--- config.mk ---
export PLATFORM = sky130hd
export DESIGN_NAME = clipped_planar_rgb332_blit_flat
export DESIGN_NICKNAME = d
export VERILOG_FILES = /design/src/sv/cpblit_pkg.sv /design/src/sv/cpblit_if.sv /design/src/sv/clipped_planar_rgb332_blit.sv /design/src/sv/cpblit_cfg.sv /design/src/sv/cpblit_walk.sv /design/src/sv/cpblit_pix.sv /design/src/flat_wrapper.sv
export SDC_FILE = /design/constraint.sdc
export NUM_CORES = 1
export LEC_CHECK = 0
export BUFFER_PORTS_ARGS = -buffer_cell sky130_fd_sc_hd__clkbuf_2
export CORE_MARGIN = 10
export CORE_UTILIZATION = 29
export CTS_CLUSTER_SIZE = 24
export DETAILED_ROUTE_END_ITERATION = 6
export PLACE_DENSITY = 0.43
export SYNTH_ARGS = -nofsm -noshare
export SYNTH_HDL_FRONTEND = slang
export SYNTH_SLANG_ARGS = --single-unit
--- constraint.sdc ---
create_clock -name clk_i -period 10.5 [get_ports clk_i]
set_input_delay 0 -clock clk_i [delete_from_list [all_inputs] [get_ports clk_i]]
set_output_delay 0 -clock clk_i [all_outputs]
set_load 0.1 [all_outputs]
--- src/sv/cpblit_pkg.sv ---
// Shared types and constants of the clipped planar RGB332 blitter.
package cpblit_pkg;

  // Width of every configuration register
  localparam int unsigned CFG_W   = 11;
  localparam int unsigned IDX_W   = 3;
  localparam int unsigned COLOR_W = 8;
  localparam int unsigned OFS_W   = 16;
  localparam int unsigned PLANE_W = 2;
  // Bits of the linear byte address kept before the divide by four
  localparam int unsigned LIN_W   = OFS_W + PLANE_W;

  // Register reset values
  localparam logic [CFG_W-1:0] DEST_X_RST        = 11'd0;
  localparam logic [CFG_W-1:0] DEST_Y_RST        = 11'd0;
  localparam logic [CFG_W-1:0] WIN_WIDTH_RST     = 11'd320;
  localparam logic [CFG_W-1:0] WIN_HEIGHT_RST    = 11'd240;
  localparam logic [CFG_W-1:0] SCREEN_WIDTH_RST  = 11'd320;
  localparam logic [CFG_W-1:0] SCREEN_HEIGHT_RST = 11'd240;

  // Register indexes on the write port
  typedef enum logic [IDX_W-1:0] {
    CFG_DEST_X        = 3'd0,
    CFG_DEST_Y        = 3'd1,
    CFG_WIN_WIDTH     = 3'd2,
    CFG_WIN_HEIGHT    = 3'd3,
    CFG_SCREEN_WIDTH  = 3'd4,
    CFG_SCREEN_HEIGHT = 3'd5
  } cfg_idx_e;

  // Register file contents; dest_x and dest_y hold two's complement values
  typedef struct packed {
    logic [CFG_W-1:0] dest_x;
    logic [CFG_W-1:0] dest_y;
    logic [CFG_W-1:0] win_width;
    logic [CFG_W-1:0] win_height;
    logic [CFG_W-1:0] screen_width;
    logic [CFG_W-1:0] screen_height;
  } cfg_t;

endpackage

--- src/sv/cpblit_if.sv ---
// Valid/ready channels for source pixels and framebuffer write requests.
interface cpblit_pix_if;
  logic       valid;
  logic       ready;
  logic [7:0] red;
  logic [7:0] green;
  logic [7:0] blue;

  modport source (output valid, output red, output green, output blue, input ready);
  modport sink   (input valid, input red, input green, input blue, output ready);
endinterface

interface cpblit_wr_if;
  logic        valid;
  logic        ready;
  logic [1:0]  plane;
  logic [15:0] frame_offset;
  logic [7:0]  color_index;

  modport source (output valid, output plane, output frame_offset, output color_index,
                  input ready);
  modport sink   (input valid, input plane, input frame_offset, input color_index,
                  output ready);
endinterface

--- src/sv/clipped_planar_rgb332_blit.sv ---
// Top level of the clipped planar RGB332 blitter.
//
// Source pixels arrive on pix_i in raster order of the window, one request
// per pixel. Each pixel is placed at (dest_x + column, dest_y + row); pixels
// off the screen are dropped, visible ones leave on wr_o as a write request
// carrying the plane (x mod 4), the byte offset within the plane with rows
// flipped and the RGB332 color byte.
// Registers are written through cfg_we_i / cfg_idx_i / cfg_wdata_i; the user
// must write them only while the block is idle, which the block itself does
// not enforce. Unknown indexes are ignored. An accepted pixel passes the input
// register (counters, position, color), then the request register (clip
// compare and the row times width multiply) on its way to its write request.
// Throughput is one pixel per cycle while wr_o takes requests.
// When wr_o stalls, the request register holds, the input register fills,
// and pix_i.ready drops until the request is taken.
// Reset clears the raster counters and both valid flags and loads the
// register reset values (320x240 window and screen at the origin).
module clipped_planar_rgb332_blit
  import cpblit_pkg::*;
#(
  parameter int unsigned MAX_DIM = 1024
) (
  input  logic             clk_i,
  input  logic             rst_ni,
  input  logic             cfg_we_i,
  input  logic [IDX_W-1:0] cfg_idx_i,
  input  logic [CFG_W-1:0] cfg_wdata_i,
  cpblit_pix_if.sink       pix_i,
  cpblit_wr_if.source      wr_o
);

  localparam int unsigned CW = $clog2(MAX_DIM);
  localparam int unsigned XW = ((CW > CFG_W) ? CW : CFG_W) + 2;

  cfg_t               cfg;
  logic               s1_valid;
  logic [XW-1:0]      s1_x;
  logic [XW-1:0]      s1_y;
  logic [COLOR_W-1:0] s1_color;
  logic               s1_take;

  cpblit_cfg u_cfg (
    .clk_i       (clk_i),
    .rst_ni      (rst_ni),
    .cfg_we_i    (cfg_we_i),
    .cfg_idx_i   (cfg_idx_i),
    .cfg_wdata_i (cfg_wdata_i),
    .cfg_o       (cfg)
  );

  cpblit_walk #(
    .MAX_DIM (MAX_DIM),
    .CW      (CW),
    .XW      (XW)
  ) u_walk (
    .clk_i      (clk_i),
    .rst_ni     (rst_ni),
    .cfg_i      (cfg),
    .pix_i      (pix_i),
    .s1_valid_o (s1_valid),
    .s1_x_o     (s1_x),
    .s1_y_o     (s1_y),
    .s1_color_o (s1_color),
    .s1_take_i  (s1_take)
  );

  cpblit_pix #(
    .XW (XW)
  ) u_pix (
    .clk_i      (clk_i),
    .rst_ni     (rst_ni),
    .cfg_i      (cfg),
    .s1_valid_i (s1_valid),
    .s1_x_i     (s1_x),
    .s1_y_i     (s1_y),
    .s1_color_i (s1_color),
    .s1_take_o  (s1_take),
    .wr_o       (wr_o)
  );

  // An empty request register never back-pressures the pixel input
  a_ready_when_empty: assert property (@(posedge clk_i) disable iff (!rst_ni)
    !wr_o.valid |-> pix_i.ready)
    else $error("pixel input stalled with empty request register");

  // A pixel in the input register that is not taken stays there
  a_s1_hold: assert property (@(posedge clk_i) disable iff (!rst_ni)
    (s1_valid && !s1_take) |=> s1_valid)
    else $error("pixel lost from input register");

  // An accepted pixel lands in the input register
  a_s1_fill: assert property (@(posedge clk_i) disable iff (!rst_ni)
    (pix_i.valid && pix_i.ready) |=> s1_valid)
    else $error("accepted pixel not registered");

endmodule

--- src/sv/cpblit_cfg.sv ---
// Configuration register file of the blitter.
module cpblit_cfg
  import cpblit_pkg::*;
(
  input  logic             clk_i,
  input  logic             rst_ni,
  input  logic             cfg_we_i,
  input  logic [IDX_W-1:0] cfg_idx_i,
  input  logic [CFG_W-1:0] cfg_wdata_i,
  output cfg_t             cfg_o
);

  cfg_t cfg_q, cfg_d;

  // Decode the write request; unknown indexes are dropped
  always_comb begin
    cfg_d = cfg_q;
    if (cfg_we_i) begin
      case (cfg_idx_e'(cfg_idx_i))
        CFG_DEST_X:        cfg_d.dest_x        = cfg_wdata_i;
        CFG_DEST_Y:        cfg_d.dest_y        = cfg_wdata_i;
        CFG_WIN_WIDTH:     cfg_d.win_width     = cfg_wdata_i;
        CFG_WIN_HEIGHT:    cfg_d.win_height    = cfg_wdata_i;
        CFG_SCREEN_WIDTH:  cfg_d.screen_width  = cfg_wdata_i;
        CFG_SCREEN_HEIGHT: cfg_d.screen_height = cfg_wdata_i;
        default:           cfg_d = cfg_q;
      endcase
    end
  end

  always_ff @(posedge clk_i or negedge rst_ni) begin
    if (!rst_ni) begin
      cfg_q.dest_x        <= DEST_X_RST;
      cfg_q.dest_y        <= DEST_Y_RST;
      cfg_q.win_width     <= WIN_WIDTH_RST;
      cfg_q.win_height    <= WIN_HEIGHT_RST;
      cfg_q.screen_width  <= SCREEN_WIDTH_RST;
      cfg_q.screen_height <= SCREEN_HEIGHT_RST;
    end else begin
      cfg_q <= cfg_d;
    end
  end

  assign cfg_o = cfg_q;

endmodule

--- src/sv/cpblit_walk.sv ---
// Input stage: window raster counters, screen position and color packing.
module cpblit_walk
  import cpblit_pkg::*;
#(
  parameter int unsigned MAX_DIM = 1024,
  parameter int unsigned CW      = $clog2(MAX_DIM),
  parameter int unsigned XW      = ((CW > CFG_W) ? CW : CFG_W) + 2
) (
  input  logic                 clk_i,
  input  logic                 rst_ni,
  input  cfg_t                 cfg_i,
  cpblit_pix_if.sink           pix_i,
  output logic                 s1_valid_o,
  output logic [XW-1:0]        s1_x_o,
  output logic [XW-1:0]        s1_y_o,
  output logic [COLOR_W-1:0]   s1_color_o,
  input  logic                 s1_take_i
);

  // Width that holds the counter plus one and any register value
  localparam int unsigned DW = ((CW + 1) > CFG_W) ? (CW + 1) : CFG_W;

  logic [CW-1:0]      col_q, col_d;
  logic [CW-1:0]      row_q, row_d;
  logic               valid_q, valid_d;
  logic [XW-1:0]      x_q, x_d;
  logic [XW-1:0]      y_q, y_d;
  logic [COLOR_W-1:0] color_q, color_d;

  logic          accept;
  logic [DW-1:0] win_w, win_h, eff_w, eff_h;
  logic [DW-1:0] col_inc, row_inc;

  assign pix_i.ready = !valid_q || s1_take_i;
  assign accept      = pix_i.valid && pix_i.ready;

  // Clamp the window size to one..MAX_DIM
  always_comb begin
    win_w = DW'(cfg_i.win_width);
    win_h = DW'(cfg_i.win_height);
    if (win_w == '0) begin
      eff_w = DW'(1);
    end else if (win_w > DW'(MAX_DIM)) begin
      eff_w = DW'(MAX_DIM);
    end else begin
      eff_w = win_w;
    end
    if (win_h == '0) begin
      eff_h = DW'(1);
    end else if (win_h > DW'(MAX_DIM)) begin
      eff_h = DW'(MAX_DIM);
    end else begin
      eff_h = win_h;
    end
  end

  // Advance the raster counters on each accepted request
  always_comb begin
    col_inc = DW'(col_q) + DW'(1);
    row_inc = DW'(row_q) + DW'(1);
    col_d   = col_q;
    row_d   = row_q;
    if (accept) begin
      if (col_inc >= eff_w) begin
        col_d = '0;
        row_d = (row_inc >= eff_h) ? '0 : row_inc[CW-1:0];
      end else begin
        col_d = col_inc[CW-1:0];
      end
    end
  end

  // Place the pixel on screen and pack RGB332
  always_comb begin
    x_d = XW'($signed({{(XW-CFG_W){cfg_i.dest_x[CFG_W-1]}}, cfg_i.dest_x})
              + $signed({{(XW-CW){1'b0}}, col_q}));
    y_d = XW'($signed({{(XW-CFG_W){cfg_i.dest_y[CFG_W-1]}}, cfg_i.dest_y})
              + $signed({{(XW-CW){1'b0}}, row_q}));
    color_d = {pix_i.red[7:5], pix_i.green[7:5], pix_i.blue[7:6]};
    valid_d = accept ? 1'b1 : (s1_take_i ? 1'b0 : valid_q);
  end

  always_ff @(posedge clk_i or negedge rst_ni) begin
    if (!rst_ni) begin
      col_q   <= '0;
      row_q   <= '0;
      valid_q <= 1'b0;
    end else begin
      col_q   <= col_d;
      row_q   <= row_d;
      valid_q <= valid_d;
    end
  end

  // Hold the payload until the next accept
  always_ff @(posedge clk_i) begin
    if (accept) begin
      x_q     <= x_d;
      y_q     <= y_d;
      color_q <= color_d;
    end
  end

  assign s1_valid_o = valid_q;
  assign s1_x_o     = x_q;
  assign s1_y_o     = y_q;
  assign s1_color_o = color_q;

endmodule

--- src/sv/cpblit_pix.sv ---
// Output stage: screen clipping, planar address and write request register.
module cpblit_pix
  import cpblit_pkg::*;
#(
  parameter int unsigned XW = 13
) (
  input  logic               clk_i,
  input  logic               rst_ni,
  input  cfg_t               cfg_i,
  input  logic               s1_valid_i,
  input  logic [XW-1:0]      s1_x_i,
  input  logic [XW-1:0]      s1_y_i,
  input  logic [COLOR_W-1:0] s1_color_i,
  output logic               s1_take_o,
  cpblit_wr_if.source        wr_o
);

  logic               valid_q, valid_d;
  logic [PLANE_W-1:0] plane_q;
  logic [OFS_W-1:0]   ofs_q;
  logic [COLOR_W-1:0] color_q;

  logic [XW-2:0]        ux, uy;
  logic                 vis;
  logic [CFG_W-1:0]     flipped;
  logic [2*CFG_W-1:0]   prod;
  logic [LIN_W-1:0]     lin;
  logic                 load;

  // Clip against the screen
  always_comb begin
    ux  = s1_x_i[XW-2:0];
    uy  = s1_y_i[XW-2:0];
    vis = !s1_x_i[XW-1] && !s1_y_i[XW-1]
          && (ux < {{(XW-1-CFG_W){1'b0}}, cfg_i.screen_width})
          && (uy < {{(XW-1-CFG_W){1'b0}}, cfg_i.screen_height});
  end

  // Linear address with the rows flipped; offset is that divided by four
  always_comb begin
    flipped = cfg_i.screen_height - CFG_W'(1) - uy[CFG_W-1:0];
    prod    = flipped * cfg_i.screen_width;
    lin     = LIN_W'(prod) + LIN_W'(ux);
  end

  assign s1_take_o = !valid_q || wr_o.ready;
  assign load      = s1_take_o && s1_valid_i && vis;

  // Invisible pixels are dropped here
  always_comb begin
    valid_d = s1_take_o ? (s1_valid_i && vis) : valid_q;
  end

  always_ff @(posedge clk_i or negedge rst_ni) begin
    if (!rst_ni) begin
      valid_q <= 1'b0;
    end else begin
      valid_q <= valid_d;
    end
  end

  always_ff @(posedge clk_i) begin
    if (load) begin
      plane_q <= ux[PLANE_W-1:0];
      ofs_q   <= lin[LIN_W-1:PLANE_W];
      color_q <= s1_color_i;
    end
  end

  assign wr_o.valid        = valid_q;
  assign wr_o.plane        = plane_q;
  assign wr_o.frame_offset = ofs_q;
  assign wr_o.color_index  = color_q;

endmodule

--- src/flat_wrapper.sv ---
// flat-port wrapper written by rule: the top's interface ports become plain ports
module clipped_planar_rgb332_blit_flat import cpblit_pkg::*;
#(
  parameter int unsigned MAX_DIM = 1024
)
  (clk_i, rst_ni, cfg_we_i, cfg_idx_i, cfg_wdata_i, pix_i_valid, pix_i_red, pix_i_green, pix_i_blue, pix_i_ready, wr_o_valid, wr_o_plane, wr_o_frame_offset, wr_o_color_index, wr_o_ready);
  cpblit_pix_if pix_i_i ();
  cpblit_wr_if wr_o_i ();
  input  logic clk_i;
  input  logic rst_ni;
  input  logic cfg_we_i;
  input  logic [IDX_W-1:0] cfg_idx_i;
  input  logic [CFG_W-1:0] cfg_wdata_i;
  input wire logic [$bits(pix_i_i.valid)-1:0] pix_i_valid;
  input wire logic [$bits(pix_i_i.red)-1:0] pix_i_red;
  input wire logic [$bits(pix_i_i.green)-1:0] pix_i_green;
  input wire logic [$bits(pix_i_i.blue)-1:0] pix_i_blue;
  output wire logic [$bits(pix_i_i.ready)-1:0] pix_i_ready;
  output wire logic [$bits(wr_o_i.valid)-1:0] wr_o_valid;
  output wire logic [$bits(wr_o_i.plane)-1:0] wr_o_plane;
  output wire logic [$bits(wr_o_i.frame_offset)-1:0] wr_o_frame_offset;
  output wire logic [$bits(wr_o_i.color_index)-1:0] wr_o_color_index;
  input wire logic [$bits(wr_o_i.ready)-1:0] wr_o_ready;
  assign pix_i_i.valid = pix_i_valid;
  assign pix_i_i.red = pix_i_red;
  assign pix_i_i.green = pix_i_green;
  assign pix_i_i.blue = pix_i_blue;
  assign pix_i_ready = pix_i_i.ready;
  assign wr_o_valid = wr_o_i.valid;
  assign wr_o_plane = wr_o_i.plane;
  assign wr_o_frame_offset = wr_o_i.frame_offset;
  assign wr_o_color_index = wr_o_i.color_index;
  assign wr_o_i.ready = wr_o_ready;
  clipped_planar_rgb332_blit #(.MAX_DIM(MAX_DIM)) u_core (.clk_i(clk_i), .rst_ni(rst_ni), .cfg_we_i(cfg_we_i), .cfg_idx_i(cfg_idx_i), .cfg_wdata_i(cfg_wdata_i), .pix_i(pix_i_i), .wr_o(wr_o_i));
endmodule
### Word level (Yosys, flattened, before mapping)

Index checks and enable logic that the tools add are counted.

| word-level totals | value |
|---|---|
| register bits after elaboration | 148 |
| input bits | 43 |
| output and inout bits | 28 |
| word-level logic and storage cells | 67 |

| operators by class | value |
|---|---|
| $add $sub $neg | 7 |
| $mul | 1 |
| order comparisons | 6 |
| equality and inequality tests | 5 |
| mux-type cells | 8 |
| reduce and logical (&&, ||, !) cells | 24 |

Operators by type and width:

| kind | count |
|---|---|
| $mux W11 | 4 |
| $add A11 B11 Y12 | 2 |
| $lt A12 B11 Y1 | 2 |
| $add A10 B1 Y11 const B | 2 |
| $ge A11 B11 Y1 | 2 |
| $gt A11 B11 Y1 const B | 2 |
| $logic_not A11 Y1 | 2 |
| $mux W10 | 2 |
| $add A18 B12 Y18 | 1 |
| $mul A11 B11 Y18 | 1 |
| $reduce_and A2 Y1 | 7 |
| $sub A11 B1 Y11 const B | 1 |
| $sub A11 B11 Y11 | 1 |
| $logic_and A1 B1 Y1 | 7 |
| $eq A3 B2 Y1 const B | 2 |
| $eq A3 B3 Y1 const B | 2 |
| $logic_not A1 Y1 | 4 |
| $eq A3 B1 Y1 const B | 1 |
| $logic_not A3 Y1 | 1 |
| $logic_or A1 B1 Y1 | 2 |
| $mux W1 | 2 |
| $reduce_bool A2 Y1 | 1 |

### Depth between registers and ports, before layout

Gate-level depths: netlist of run 1.

| depth | value |
|---|---|
| word-level depth | 5 |
| gate-level depth with buffers | 27 |
| mapped depth without buffers | 26 |

### Cells and area by module

Synthesis of run 1 repeated with hierarchy kept, for this count alone.

| unflattened totals | value |
|---|---|
| cell total of the unflattened synthesis | 1,135 |
| area total of the unflattened synthesis | 12,039.0 µm² |

By module, submodules not included:

| module | times used | cells an instance | area an instance (µm²) | sequential area each (µm²) |
|---|---|---|---|---|
| cpblit_pix | 1 | 632 | 5,743.0 | 805.8 |
| cpblit_walk | 1 | 359 | 3,652.3 | 1,486.4 |
| cpblit_cfg | 1 | 144 | 2,643.8 | 1,666.6 |

### Worst setup path before layout of run 1

No wires, ideal clock.

| timing path | value |
|---|---|
| kind | reg2reg |
| start point | register u_core.u_cfg.cfg_q, in the netlist u_core.u_cfg.cfg_o[0] |
| end point | register u_core.u_pix.ofs_q[14], in the netlist u_core.u_pix.wr_o.frame_offset[14], data pin |
| arrival time | 6.123 ns |
| data required time | 10.238 ns |
| setup slack | 4.115 ns |
| stages on the path, launching flop included | 22 |
| path buffers | 0 |
| clock period less this slack | 6.385 ns |
| cell sequence | dfrtp_1 -> ha_1 -> fa_1 -> a211oi_2 -> nor2_2 -> o31a_1 -> a211oi_1 -> nand2_1 -> fa_1 -> inv_1 -> fa_1 -> fa_1 -> fa_1 -> inv_1 -> fa_1 -> inv_1 -> ha_1 -> nand2_1 -> o311ai_1 -> a41oi_1 -> o21bai_1 -> xor2_1 |

| on the way | value |
|---|---|
| word-level cells in the longest chain between the ends | 4 |

RTL lines:

| element | line | RTL |
|---|---|---|
| start, declared | cpblit_cfg.sv:13 | `cfg_t cfg_q, cfg_d;` |
| start signal, assigned | cpblit_cfg.sv:40 | `cfg_q <= cfg_d;` |
| $sub A11 B1 Y11 | cpblit_pix.sv:41 | `flipped = cfg_i.screen_height - CFG_W'(1) - uy[CFG_W-1:0];` |
| $sub A11 B11 Y11 | cpblit_pix.sv:41 |  |
| $mul A11 B11 Y18 | cpblit_pix.sv:42 | `prod = flipped * cfg_i.screen_width;` |
| $add A18 B12 Y18 | cpblit_pix.sv:43 | `lin = LIN_W'(prod) + LIN_W'(ux);` |
| net u_core.u_pix.lin[16] | cpblit_pix.sv:27 | `logic [LIN_W-1:0] lin;` |
| end signal, assigned | cpblit_pix.sv:65 | `ofs_q <= lin[LIN_W-1:PLANE_W];` |
| end, declared | cpblit_pix.sv:20 | `logic [OFS_W-1:0] ofs_q;` |

The timed path passes the listed nets, and every way through them passes these cells.
A chain may end at the register's enable or synchronous reset.

### Worst setup path in the final report of run 1

Same ends and word-level chain as after synthesis.

==> results of run 1 <==
sequential cells by signal, indices dropped and copies added, names as in the netlist, 2 cells and up:
name / count
u_core.u_walk.row_q: 10
u_core.u_walk.s1_x_o: 12
u_core.u_walk.col_q: 10
u_core.u_pix.wr_o.plane: 2
u_core.u_walk.s1_y_o: 12
u_core.u_pix.wr_o.frame_offset: 16
u_core.u_walk.s1_color_o: 8
u_core.u_cfg.cfg_o: 66
u_core.u_pix.wr_o.color_index: 8
kinds of logic after synthesis:
kind of cell / after synthesis / share of synthesized area [%]
AND/OR/NAND/NOR: 315 / 12.52
buffers and inverters: 231 / 7.359
adder cells (fa/ha/maj): 207 / 27.72
AO/OA/AOI/OAI: 173 / 9.387
flip-flops: 146 / 33.60
multiplexers: 57 / 5.416
XOR/XNOR: 53 / 4.003
final cells by class:
class / instances / area share (%)
inverter: 199 / 5.568
clock inverter: 12 / 0.9047
multi-input combinational: 805 / 51.97
sequential: 146 / 29.51
timing repair buffer: 82 / 3.899
clock buffer: 20 / 3.255
tap: 525 / 4.896
metrics by stage:
step                instances  worst slack [ns]
global route             1789             3.092
finish                   1789             3.616
CTS                      1789             3.526
detailed placement       1741             3.526
floorplan                1182             4.115
global placement         1741             3.577
metal layers:
metal / GRT usage (%) / share of wire (%) / vias up
met4: 2.340 / 0.59 / 0
met3: 1.951 / 2.2 / 12
li1: - / - / 4038
met2: 18.43 / 46 / 62
met1: 15.79 / 51 / 3888
met5: 0 / 0 / -
worst max-delay path: stages (launching register included):
cell       delay, ns
dfrtp_1         0.40
ha_1            0.22
fa_1            0.49
xor2_1          0.84
nand2_1         0.18
fa_1            0.54
inv_1           0.04
ha_1            0.21
fa_1            0.54
inv_1           0.05
fa_1            0.46
fa_1            0.54
inv_1           0.04
ha_1            0.34
inv_1           0.07
o21bai_1        0.09
a2111oi_0       0.73
o311ai_1        0.32
a41oi_1         0.31
o21bai_1        0.10
xor2_1          0.14
cells in the mapped netlist, types with 3 or more instances:
library cell / count
xor2_1: 13
nor2_1: 43
clkbuf_1: 32
dfrtp_1: 76
o21bai_1: 3
a211oi_1: 5
mux2i_1: 3
inv_1: 198
mux2_2: 54
o21a_1: 13
a2111oi_0: 5
a211o_1: 4
o211ai_1: 3
and3_1: 11
dfstp_2: 12
nand2_1: 144
a21oi_1: 31
fa_1: 90
a31oi_1: 6
and2_1: 42
nor3_1: 16
a21o_1: 16
nor2b_1: 11
o31ai_1: 3
edfxtp_1: 58
ha_1: 117
nor4_1: 5
nand2b_1: 9
a21boi_0: 4
nand3_1: 20
o21ai_0: 61
xnor2_1: 39
final timing paths:
kind | from | end | slack, ns
max in group asynchronous | rst_ni | u_core.u_cfg.cfg_o[5] | 9.39
worst min register to register | u_core.u_walk.s1_color_o[2] | u_core.u_pix.wr_o.color_index[2] | 0.42
min in group asynchronous | rst_ni | u_core.u_cfg.cfg_o[36] | 0.11
worst max-delay path | u_core.u_cfg.cfg_o[0] | u_core.u_pix.wr_o.frame_offset[14] | 3.62
worst max register to register | u_core.u_cfg.cfg_o[0] | u_core.u_pix.wr_o.frame_offset[14] | 3.62
worst min-delay path | cfg_wdata_i[1] | u_core.u_cfg.cfg_o[45] | 0.02
==> impl_results.md, run 1 <==
* Critical path type: flop to flop
* Setup tns final at 0 ns
* # hold bufs at CTS at 16
* Initial antenna violation count at 0
* Startpoint Class: flop
* CP Max Fanout at 11
* First-pass iteration count of the detailed router at 5
* Maxcap violations at 0
* Tmin final at 6.884 ns
* Worst R2R Path Depth at 20
* # setup viols final at 0
* WP data arrival at 7.06 ns
* First-pass GRT wire length at 45730 um
* Top area cells in the synthesized netlist: dfrtp_1 16%, fa_1 15%, edfxtp_1 15%
* Status: completed
* Post-Route Utilization at 33.61%
* Antenna-violating nets left at 0
* Setup bufs post-CTS at 0
* Max clock buf depth at 2
* Yosys top cell by area: dfrtp_1
* Clock edge transition at the registers on the reported setup and hold paths at 0.06 ns
* Gr usage total at 11.45%
* Syn Nets at 1432
* Area share of the largest cell type after synthesis at 16.14%
* Row count at 73
* Count of cell types in the netlist at 58
* Dpl hpwl at 21020 um
* Cell Area, Placed at 12700 um^2
* Skew final at 0.01349 ns
* CTS-repair resized insts at 0
* Port Buffers at 54
* Root buf cell: clkbuf_16
* Io pins at 71
* Share of cells above drive strength 1 at 13.37%
* Via count at 8000
* Vias in the first global route at 8594
* Fin. Hold Viols at 0
* Worst-Margin Slew at 1.035 ns
* H-Tree Depth at 4
* RSZ-0062 raised after global routing: false
* Async SR Flop Fraction at 60.27%
* Initial Util at 29.52%
* Seq/Total Area, Yosys at 33.60%
* Final period util at 65.56%
* Die X at 221.6 um
* Synth Area per Inst at 9.968 um^2
* Hold slack at 0.02208 ns
* Largest net degree at the start of global routing at 49
* #FFs+latches synth at 146
* Via-per-instance ratio at 4.472
* Most used DFF post-synth: dfrtp_1
* Post-Syn Area at 11780 um^2
* Clock insertion delay at the later pin of the skew report at 0.43 ns
* Grt total ovfl at 0
* Pins Over Slew Limit at 0
* Hold Path Depth at 3
* Worst Setup End Kind: flop
* Fill cells at 4115
* Die H at 221.6 um
* Hold Path Class: input pin to flop
* Max Freq at 145.3 MHz
* Num CTS Buffers at 17
* Sequential cell area at 3959 um^2
* Slew HR at 30.78%
* Number of diodes at 0
* Gpl congestion at 0.7722
* Residual DRC count at 0
* CTS sink cnt at 146
* Drt wl/cell at 15.24 um
* Die ar. at 49090 um^2
* Initial DRC count at 405
* Req. time, crit path at 10.68 ns
* CTS tree: yes
* Commonest non-fill, non-tap cell in the layout: inv_1
* Area Overhead vs Synth at 13.86%
* Number of synthesized flops with an enable pin at 58
* Fin area at 13420 um^2
* Commonest cells after routing, fill and taps aside: 198 x inv_1, 144 x nand2_1, 117 x ha_1
* Synth Instances at 1182
* WL final at 27270 um
* Synth Warn # at 0
* Area of the multi-input gates at 6972 um^2
* CORE AREA at 39910 um^2
* Final-stage net count at 1501
Power of run 1 is not shown: default switching activity piles up to over one toggle a cycle in this logic, so the estimate is an artifact.
==> inputs of run 2 (changes only) <==
- ABC_AREA: default -> 1
- PLACE_DENSITY: 0.43 -> 0.45
- clock period: 10.5 -> 5.71 ns (I/O delays scaled with it)
==> impl_results.md, run 2 <==
* Number of diodes at 0 (unchanged)
* Worst R2R Path Depth at 24 (was 20)
* Slowest Stage Delay on Critical Path at 0.52 ns (was 0.84 ns)
* Max clock buf depth at 2 (unchanged)
* Maxcap violations at 0 (unchanged)
* Via-per-instance ratio at 4.330 (was 4.472)
* Slew HR at 32.73% (was 30.78%)
* Synth cell count leaders: 296 x inv_1, 289 x nand2_1, 117 x ha_1 (was 198 x inv_1, 144 x nand2_1, 117 x ha_1)
* Num CTS Buffers at 17 (unchanged)
* Pins Over Slew Limit at 0 (unchanged)
* Skew final at 0.02766 ns (was 0.01349 ns)
* CP max stage cell: fa_1 (was xor2_1)
* Final-stage net count at 1786 (was 1501)
* Hold Path Depth at 3 (unchanged)
* Crit-path most repeated cell: fa_1 (unchanged)
* HP Start: cfg_wdata_i[7] (was cfg_wdata_i[1])
* Clock edge transition at the registers on the reported setup and hold paths at 0.07 ns (was 0.06 ns)
* Dpl hpwl at 22930 um (was 21020 um)
* Final setup margin at 0.01925 ns (was 3.616 ns)
* Startpoint Class: flop (unchanged)
* CP Max Fanout at 4 (was 11)
* Max Freq at 175.7 MHz (was 145.3 MHz)
* Initial DRC count at 372 (was 405)
* Synth Instances at 1370 (was 1182)
* Req. time, crit path at 5.90 ns (was 10.68 ns)
* Grt total ovfl at 0 (unchanged)
* Gpl congestion at 0.8252 (was 0.7722)
* Post-place setup slack at -0.2840 ns (was 3.526 ns)
* Commonest cells after routing, fill and taps aside: 281 x inv_1, 272 x nand2_1, 102 x ha_1, 102 x buf_4, 95 x o21ai_0 (was 198 x inv_1, 144 x nand2_1, 117 x ha_1)
* RSZ-0062 raised after global routing: true (was false)
* Crit path buf inv count at 7 (was 4)
* Gr usage total at 12.18% (was 11.45%)
* Via count at 8980 (was 8000)
* H-Tree Depth at 4 (unchanged)
* Hold Path Sink: u_core.u_cfg.cfg_o[51] (was u_core.u_cfg.cfg_o[45])
* Max reg flops at 66 (unchanged)
* Cell Area, Placed at 13350 um^2 (was 12700 um^2)
* Status: completed (unchanged)
* WL final at 29550 um (was 27270 um)
* Area share of the largest cell type after synthesis at 16.12% (was 16.14%)
* Post-Route Utilization at 36.28% (was 33.61%)
* Async SR Flop Fraction at 60.27% (unchanged)
* Worst Setup End Kind: flop (unchanged)
* CTS sink cnt at 146 (unchanged)
* Vias in the first global route at 9461 (was 8594)
* Top area cells in the synthesized netlist: dfrtp_1 16%, fa_1 15%, edfxtp_1 15% (unchanged)
* Tmin final at 5.691 ns (was 6.884 ns)
* Commonest non-fill, non-tap cell in the layout: inv_1 (unchanged)
* First-pass GRT wire length at 48650 um (was 45730 um)
* Residual DRC count at 0 (unchanged)
* Die H at 221.7 um (was 221.6 um)
* Die ar. at 49160 um^2 (was 49090 um^2)
* Fin area at 14510 um^2 (was 13420 um^2)
* First-pass iteration count of the detailed router at 5 (unchanged)
* Yosys top cell by area: dfrtp_1 (unchanged)
* Largest net degree at the start of global routing at 53 (was 49)
* Count of cell types in the netlist at 38 (was 58)
* Top-count cell post-synth: inv_1 (unchanged)
* Worst flop-to-flop path startpoint: u_core.u_cfg.cfg_o[0] (unchanged)
* Number of synthesized flops with an enable pin at 58 (unchanged)
* Row count at 73 (unchanged)
* Root buf cell: clkbuf_16 (unchanged)
* Post-Syn Area at 11800 um^2 (was 11780 um^2)
* Share of cells above drive strength 1 at 19.56% (was 13.37%)
* Antenna-violating nets left at 0 (unchanged)
* Initial antenna violation count at 0 (unchanged)
* Drt wl/cell at 14.25 um (was 15.24 um)
* Seq/Total Area, Yosys at 33.55% (was 33.60%)
* Critical-path cell list: ha_4 > fa_2 > buf_4 > a21oi_4 > xnor2_4 > buf_6 > nand2_1 > fa_2 > fa_1 > fa_1 > inv_1 > fa_1 > inv_1 > fa_1 > inv_1 > ha_4 > nand2_1 > nor3_2 > nand2_1 > nand2_2 > a21oi_2 > buf_4 > buf_4 > xor2_1 (was ha_1 > fa_1 > xor2_1 > nand2_1 > fa_1 > inv_1 > ha_1 > fa_1 > inv_1 > fa_1 > fa_1 > inv_1 > ha_1 > inv_1 > o21bai_1 > a2111oi_0 > o311ai_1 > a41oi_1 > o21bai_1 > xor2_1)
* CTS tree: yes (unchanged)
* WP data arrival at 5.88 ns (was 7.06 ns)
* #FFs+latches synth at 146 (unchanged)
* Reg2reg end: u_core.u_pix.wr_o.frame_offset[10] (was u_core.u_pix.wr_o.frame_offset[14])
* CORE AREA at 40010 um^2 (was 39910 um^2)
* Most used DFF post-synth: dfrtp_1 (unchanged)
* Synth Warn # at 0 (unchanged)
* CP top delay family: adder cells (unchanged)
* Die X at 221.7 um (was 221.6 um)
* Clock insertion delay at the later pin of the skew report at 0.46 ns (was 0.43 ns)
* Area Overhead vs Synth at 22.99% (was 13.86%)
* R2r setup slk at 0.02 ns (was 3.62 ns)
* # setup viols final at 0 (unchanged)
* Port Buffers at 54 (unchanged)
* Synth Area per Inst at 8.614 um^2 (was 9.968 um^2)
* Initial Util at 29.50% (was 29.52%)
* Fin. Hold Viols at 0 (unchanged)
* Final period util at 99.66% (was 65.56%)
* Io pins at 71 (unchanged)
* Hold Path Class: input pin to flop (unchanged)
* Syn Nets at 1620 (was 1432)
* Worst-Margin Slew at 1.008 ns (was 1.035 ns)
* Critical path type: flop to flop (unchanged)
-- run 2: changes by cell type after synthesis, sizes merged, moves of 41 or more --
cell,delta
nor2,+41
mux2,-54
o21ai,+44
and2,-42
inv,+99
nand2,+156
-- run 2: timing repair --
action | in CTS | in global routing
resized for setup | 32 | 57
hold endpoints to repair | 65 | 0
endpoints found under the setup margin | 8 | 9
hold buffers | 14 | 0
gates cloned | 0 | 0
buffers inserted | 6 | 3
pin swaps | 18 | 41
-- run 2: worst register-to-register path: stages, from the launching register on --
cell	delay [ns]
dfrtp_1	0.41
ha_4	0.18
fa_2	0.41
buf_4	0.17
a21oi_4	0.20
xnor2_4	0.17
buf_6	0.14
nand2_1	0.07
fa_2	0.39
fa_1	0.47
fa_1	0.50
inv_1	0.05
fa_1	0.53
inv_1	0.05
fa_1	0.52
inv_1	0.06
ha_4	0.27
nand2_1	0.09
nor3_2	0.12
nand2_1	0.08
nand2_2	0.10
a21oi_2	0.07
buf_4	0.13
buf_4	0.12
xor2_1	0.13
-- run 2: cells by family (layout without fill, tap and decap cells) --
| family | Yosys count | in the layout | synth area share (%) |
|---|---|---|---|
| AOI/OAI and AO/OA | 181 | 181 | 8.143 |
| buffers and inverters | 322 | 501 | 10.32 |
| adders and majority gates | 207 | 207 | 27.67 |
| DFF | 146 | 146 | 33.55 |
| and+or+nand+nor | 462 | 462 | 16.47 |
| xor gates and xnor gates | 52 | 52 | 3.859 |
-- run 2: routing by layer --
| metal | GRT usage, % | vias to the layer above | part of all wire, % |
|---|---|---|---|
| li1 | - | 4626 | - |
| met1 | 15.97 | 4224 | 49 |
| met2 | 20.16 | 108 | 47 |
| met3 | 2.241 | 22 | 3.0 |
| met4 | 3.127 | 0 | 1.2 |
| met5 | 0 | - | 0 |
-- run 2: how the worst max path moves through the flow --
stage          cells past startpoint                                 end                    start  slack, ns
2_1_floorplan                     27  u_core.u_pix.wr_o.frame_offset[15]    u_core.u_cfg.cfg_o[0]       0.02
3_3_place_gp                      24  u_core.u_pix.wr_o.frame_offset[14]  u_core.u_walk.s1_y_o[0]      -0.21
3_5_place_dp                      24  u_core.u_pix.wr_o.frame_offset[14]  u_core.u_walk.s1_y_o[0]      -0.28
4_1_cts                           24  u_core.u_pix.wr_o.frame_offset[15]  u_core.u_walk.s1_y_o[0]      -0.01
5_1_grt                           27  u_core.u_pix.wr_o.frame_offset[15]    u_core.u_cfg.cfg_o[0]      -0.26
6_report                          24  u_core.u_pix.wr_o.frame_offset[10]    u_core.u_cfg.cfg_o[0]       0.02
-- run 2: through the flow --
stage	hold slack [ns]	TNS, ns	std cells
after floorplan	-0.2956	0	1370
after global placement	0.02165	-0.8871	2019
after detailed placement	0.02562	-1.482	2019
after CTS	0.02152	-0.01433	2071
after global routing	0.05064	-1.036	2074
final	0.01872	0	2074
-- run 2: area by class of cell --
type	instances	area [um^2]
fillers	4169	25490
multi-input cells	902	7046
flip-flops and latches	146	3959
repair buffers	170	1182
inverters	299	1122
well taps	525	656.9
clock buffers	20	440.4
clock inverters	12	107.6
Power of run 2 is left out for the same reason.
==> inputs of run 3 (changes only) <==
- PLACE_DENSITY: 0.45 -> 0.56
- RECOVER_POWER: default -> 50
- SKIP_LAST_GASP: default -> 1
==> impl_results.md, run 3 (synthesized netlist as in run 2, its figures left out) <==
* Initial antenna violation count at 0 (unchanged)
* Status: complete, but fails checks (was completed)
* Maxcap violations at 2 (was 0)
* Post-Route Utilization at 36.50% (was 36.28%)
* Clock edge transition at the registers on the reported setup and hold paths at 0.09 ns (was 0.07 ns)
* Initial DRC count at 548 (was 372)
* Cell Area, Placed at 13260 um^2 (was 13350 um^2)
* Hold Path Class: input pin to flop (unchanged)
* Pins Over Slew Limit at 91 (was 0)
* Root buf cell: clkbuf_16 (unchanged)
* Max Freq at 177.7 MHz (was 175.7 MHz)
* Fin. Hold Viols at 0 (unchanged)
* Num CTS Buffers at 17 (unchanged)
* H-Tree Depth at 4 (unchanged)
* Initial Util at 29.50% (unchanged)
* Dpl hpwl at 22140 um (was 22930 um)
* Startpoint Class: flop (unchanged)
* Critical path type: flop to flop (unchanged)
* Gpl congestion at 0.8957 (was 0.8252)
* Die ar. at 49160 um^2 (unchanged)
* Gr usage total at 11.61% (was 12.18%)
* Final-stage net count at 1778 (was 1786)
* CP Max Fanout at 6 (was 4)
* # setup viols final at 0 (unchanged)
* Clock insertion delay at the later pin of the skew report at 0.45 ns (was 0.46 ns)
* Max clock buf depth at 2 (unchanged)
* CORE AREA at 40010 um^2 (unchanged)
* Commonest cells after routing, fill and taps aside: 276 x inv_1, 266 x nand2_1, 98 x ha_1 (was 281 x inv_1, 272 x nand2_1, 102 x ha_1, 102 x buf_4, 95 x o21ai_0)
* Number of diodes at 0 (unchanged)
* Largest net degree at the start of global routing at 53 (unchanged)
* Fin area at 14600 um^2 (was 14510 um^2)
* Drt wl/cell at 14.07 um (was 14.25 um)
* Row count at 73 (unchanged)
* Antenna-violating nets left at 0 (unchanged)
* Worst-Margin Slew at 2.861 ns (was 1.008 ns)
* Hold slack at 0.04137 ns (was 0.01872 ns)
* RSZ-0062 raised after global routing: true (unchanged)
* WL final at 29070 um (was 29550 um)
* Grt total ovfl at 0 (unchanged)
* Tmin final at 5.626 ns (was 5.691 ns)
* Via count at 9163 (was 8980)
* Residual DRC count at 0 (unchanged)
* First-pass iteration count of the detailed router at 7 (was 5)
* Worst Setup End Kind: flop (unchanged)
* First-pass GRT wire length at 46750 um (was 48650 um)
* CTS sink cnt at 146 (unchanged)
* Port Buffers at 54 (unchanged)
* CTS tree: yes (unchanged)
* Area Overhead vs Synth at 23.72% (was 22.99%)
* Setup tns final at 0 ns (unchanged)
* Skew final at 0.03037 ns (was 0.02766 ns)
* Share of cells above drive strength 1 at 18.75% (was 19.56%)
* WP data arrival at 5.82 ns (was 5.88 ns)
* Die X at 221.7 um (unchanged)
* Final period util at 98.53% (was 99.66%)
* Via-per-instance ratio at 4.435 (was 4.330)
* Req. time, crit path at 5.91 ns (was 5.90 ns)
* Die H at 221.7 um (unchanged)
* Vias in the first global route at 9246 (was 9461)
* Io pins at 71 (unchanged)
* Slew HR at -90.74% (was 32.73%)
* Failing checks: max-capacitance violations, max-slew violations
* Max reg flops at 66 (unchanged)
* Commonest non-fill, non-tap cell in the layout: inv_1 (unchanged)
## run 3: cell count changes in the layout (fill, tap and decap cells not counted), moves of 6 or more
cell,change
clkbuf_1,+29
nand2_1,-6
clkbuf_2,-28
buf_4,-17
nor2_1,-6
## run 3: final timing paths
check,start,to,cells after the start,slack [ns]
hold reg to reg,u_core.u_walk.s1_color_o[4],u_core.u_pix.wr_o.color_index[4],0,0.42
max in group asynchronous,rst_ni,u_core.u_cfg.cfg_o[14],3,1.51
setup / recovery,u_core.u_cfg.cfg_o[0],u_core.u_pix.wr_o.frame_offset[14],23,0.08
setup reg to reg,u_core.u_cfg.cfg_o[0],u_core.u_pix.wr_o.frame_offset[14],23,0.08
min in group asynchronous,rst_ni,u_core.u_cfg.cfg_o[33],2,0.66
hold / removal,cfg_wdata_i[3],u_core.u_cfg.cfg_o[3],3,0.04
## run 3: area by class of cell
type | instances | area, um^2
Tap cell | 525 | 656.9
Clock buffer | 19 | 442.9
Inverter | 299 | 1122
Timing Repair Buffer | 162 | 1106
Sequential cell | 146 | 3959
Clock inverter | 13 | 148.9
Multi-Input combinational cell | 902 | 7164
Fill cell | 4132 | 25410
## run 3: what timing repair did
action,in CTS,in global routing
setup buffers,2,13
endpoints found under the hold margin,50,0
hold buffers,12,0
resized for setup,25,102
setup endpoints to repair,7,9
pin swaps,12,65
## run 3: routing by layer
layer,up-vias,wire length (um),GRT usage (%)
met1,4371,14540,15.85
li1,4607,-,-
met4,0,418,3.171
met3,21,976,2.188
met2,164,13140,18.35
met5,-,0,0
## run 3: metrics by stage
stage,cells,setup WS (ns)
floorplan,1370,0.01875
global placement,2007,-0.1682
detailed placement,2007,-0.2605
CTS,2053,0.002039
global route,2066,-0.1741
finish,2066,0.08391
## run 3: critical path, cell delays in order, from the launching register on
cell and delay, ns:
dfrtp_1 0.41, ha_4 0.18, fa_2 0.44, nand2_2 0.13, buf_4 0.12, inv_2 0.03
nor2_4 0.22, nand2_1 0.12, fa_2 0.38, fa_1 0.53, fa_1 0.51, inv_2 0.05
fa_1 0.53, inv_1 0.05, fa_1 0.54, inv_2 0.05, ha_4 0.28, nand2_2 0.06
o21a_1 0.19, nand2_2 0.09, a21oi_4 0.07, o21ai_2 0.19, a21oi_2 0.08, xor2_1 0.13
Power of run 3 is left out for the same reason.
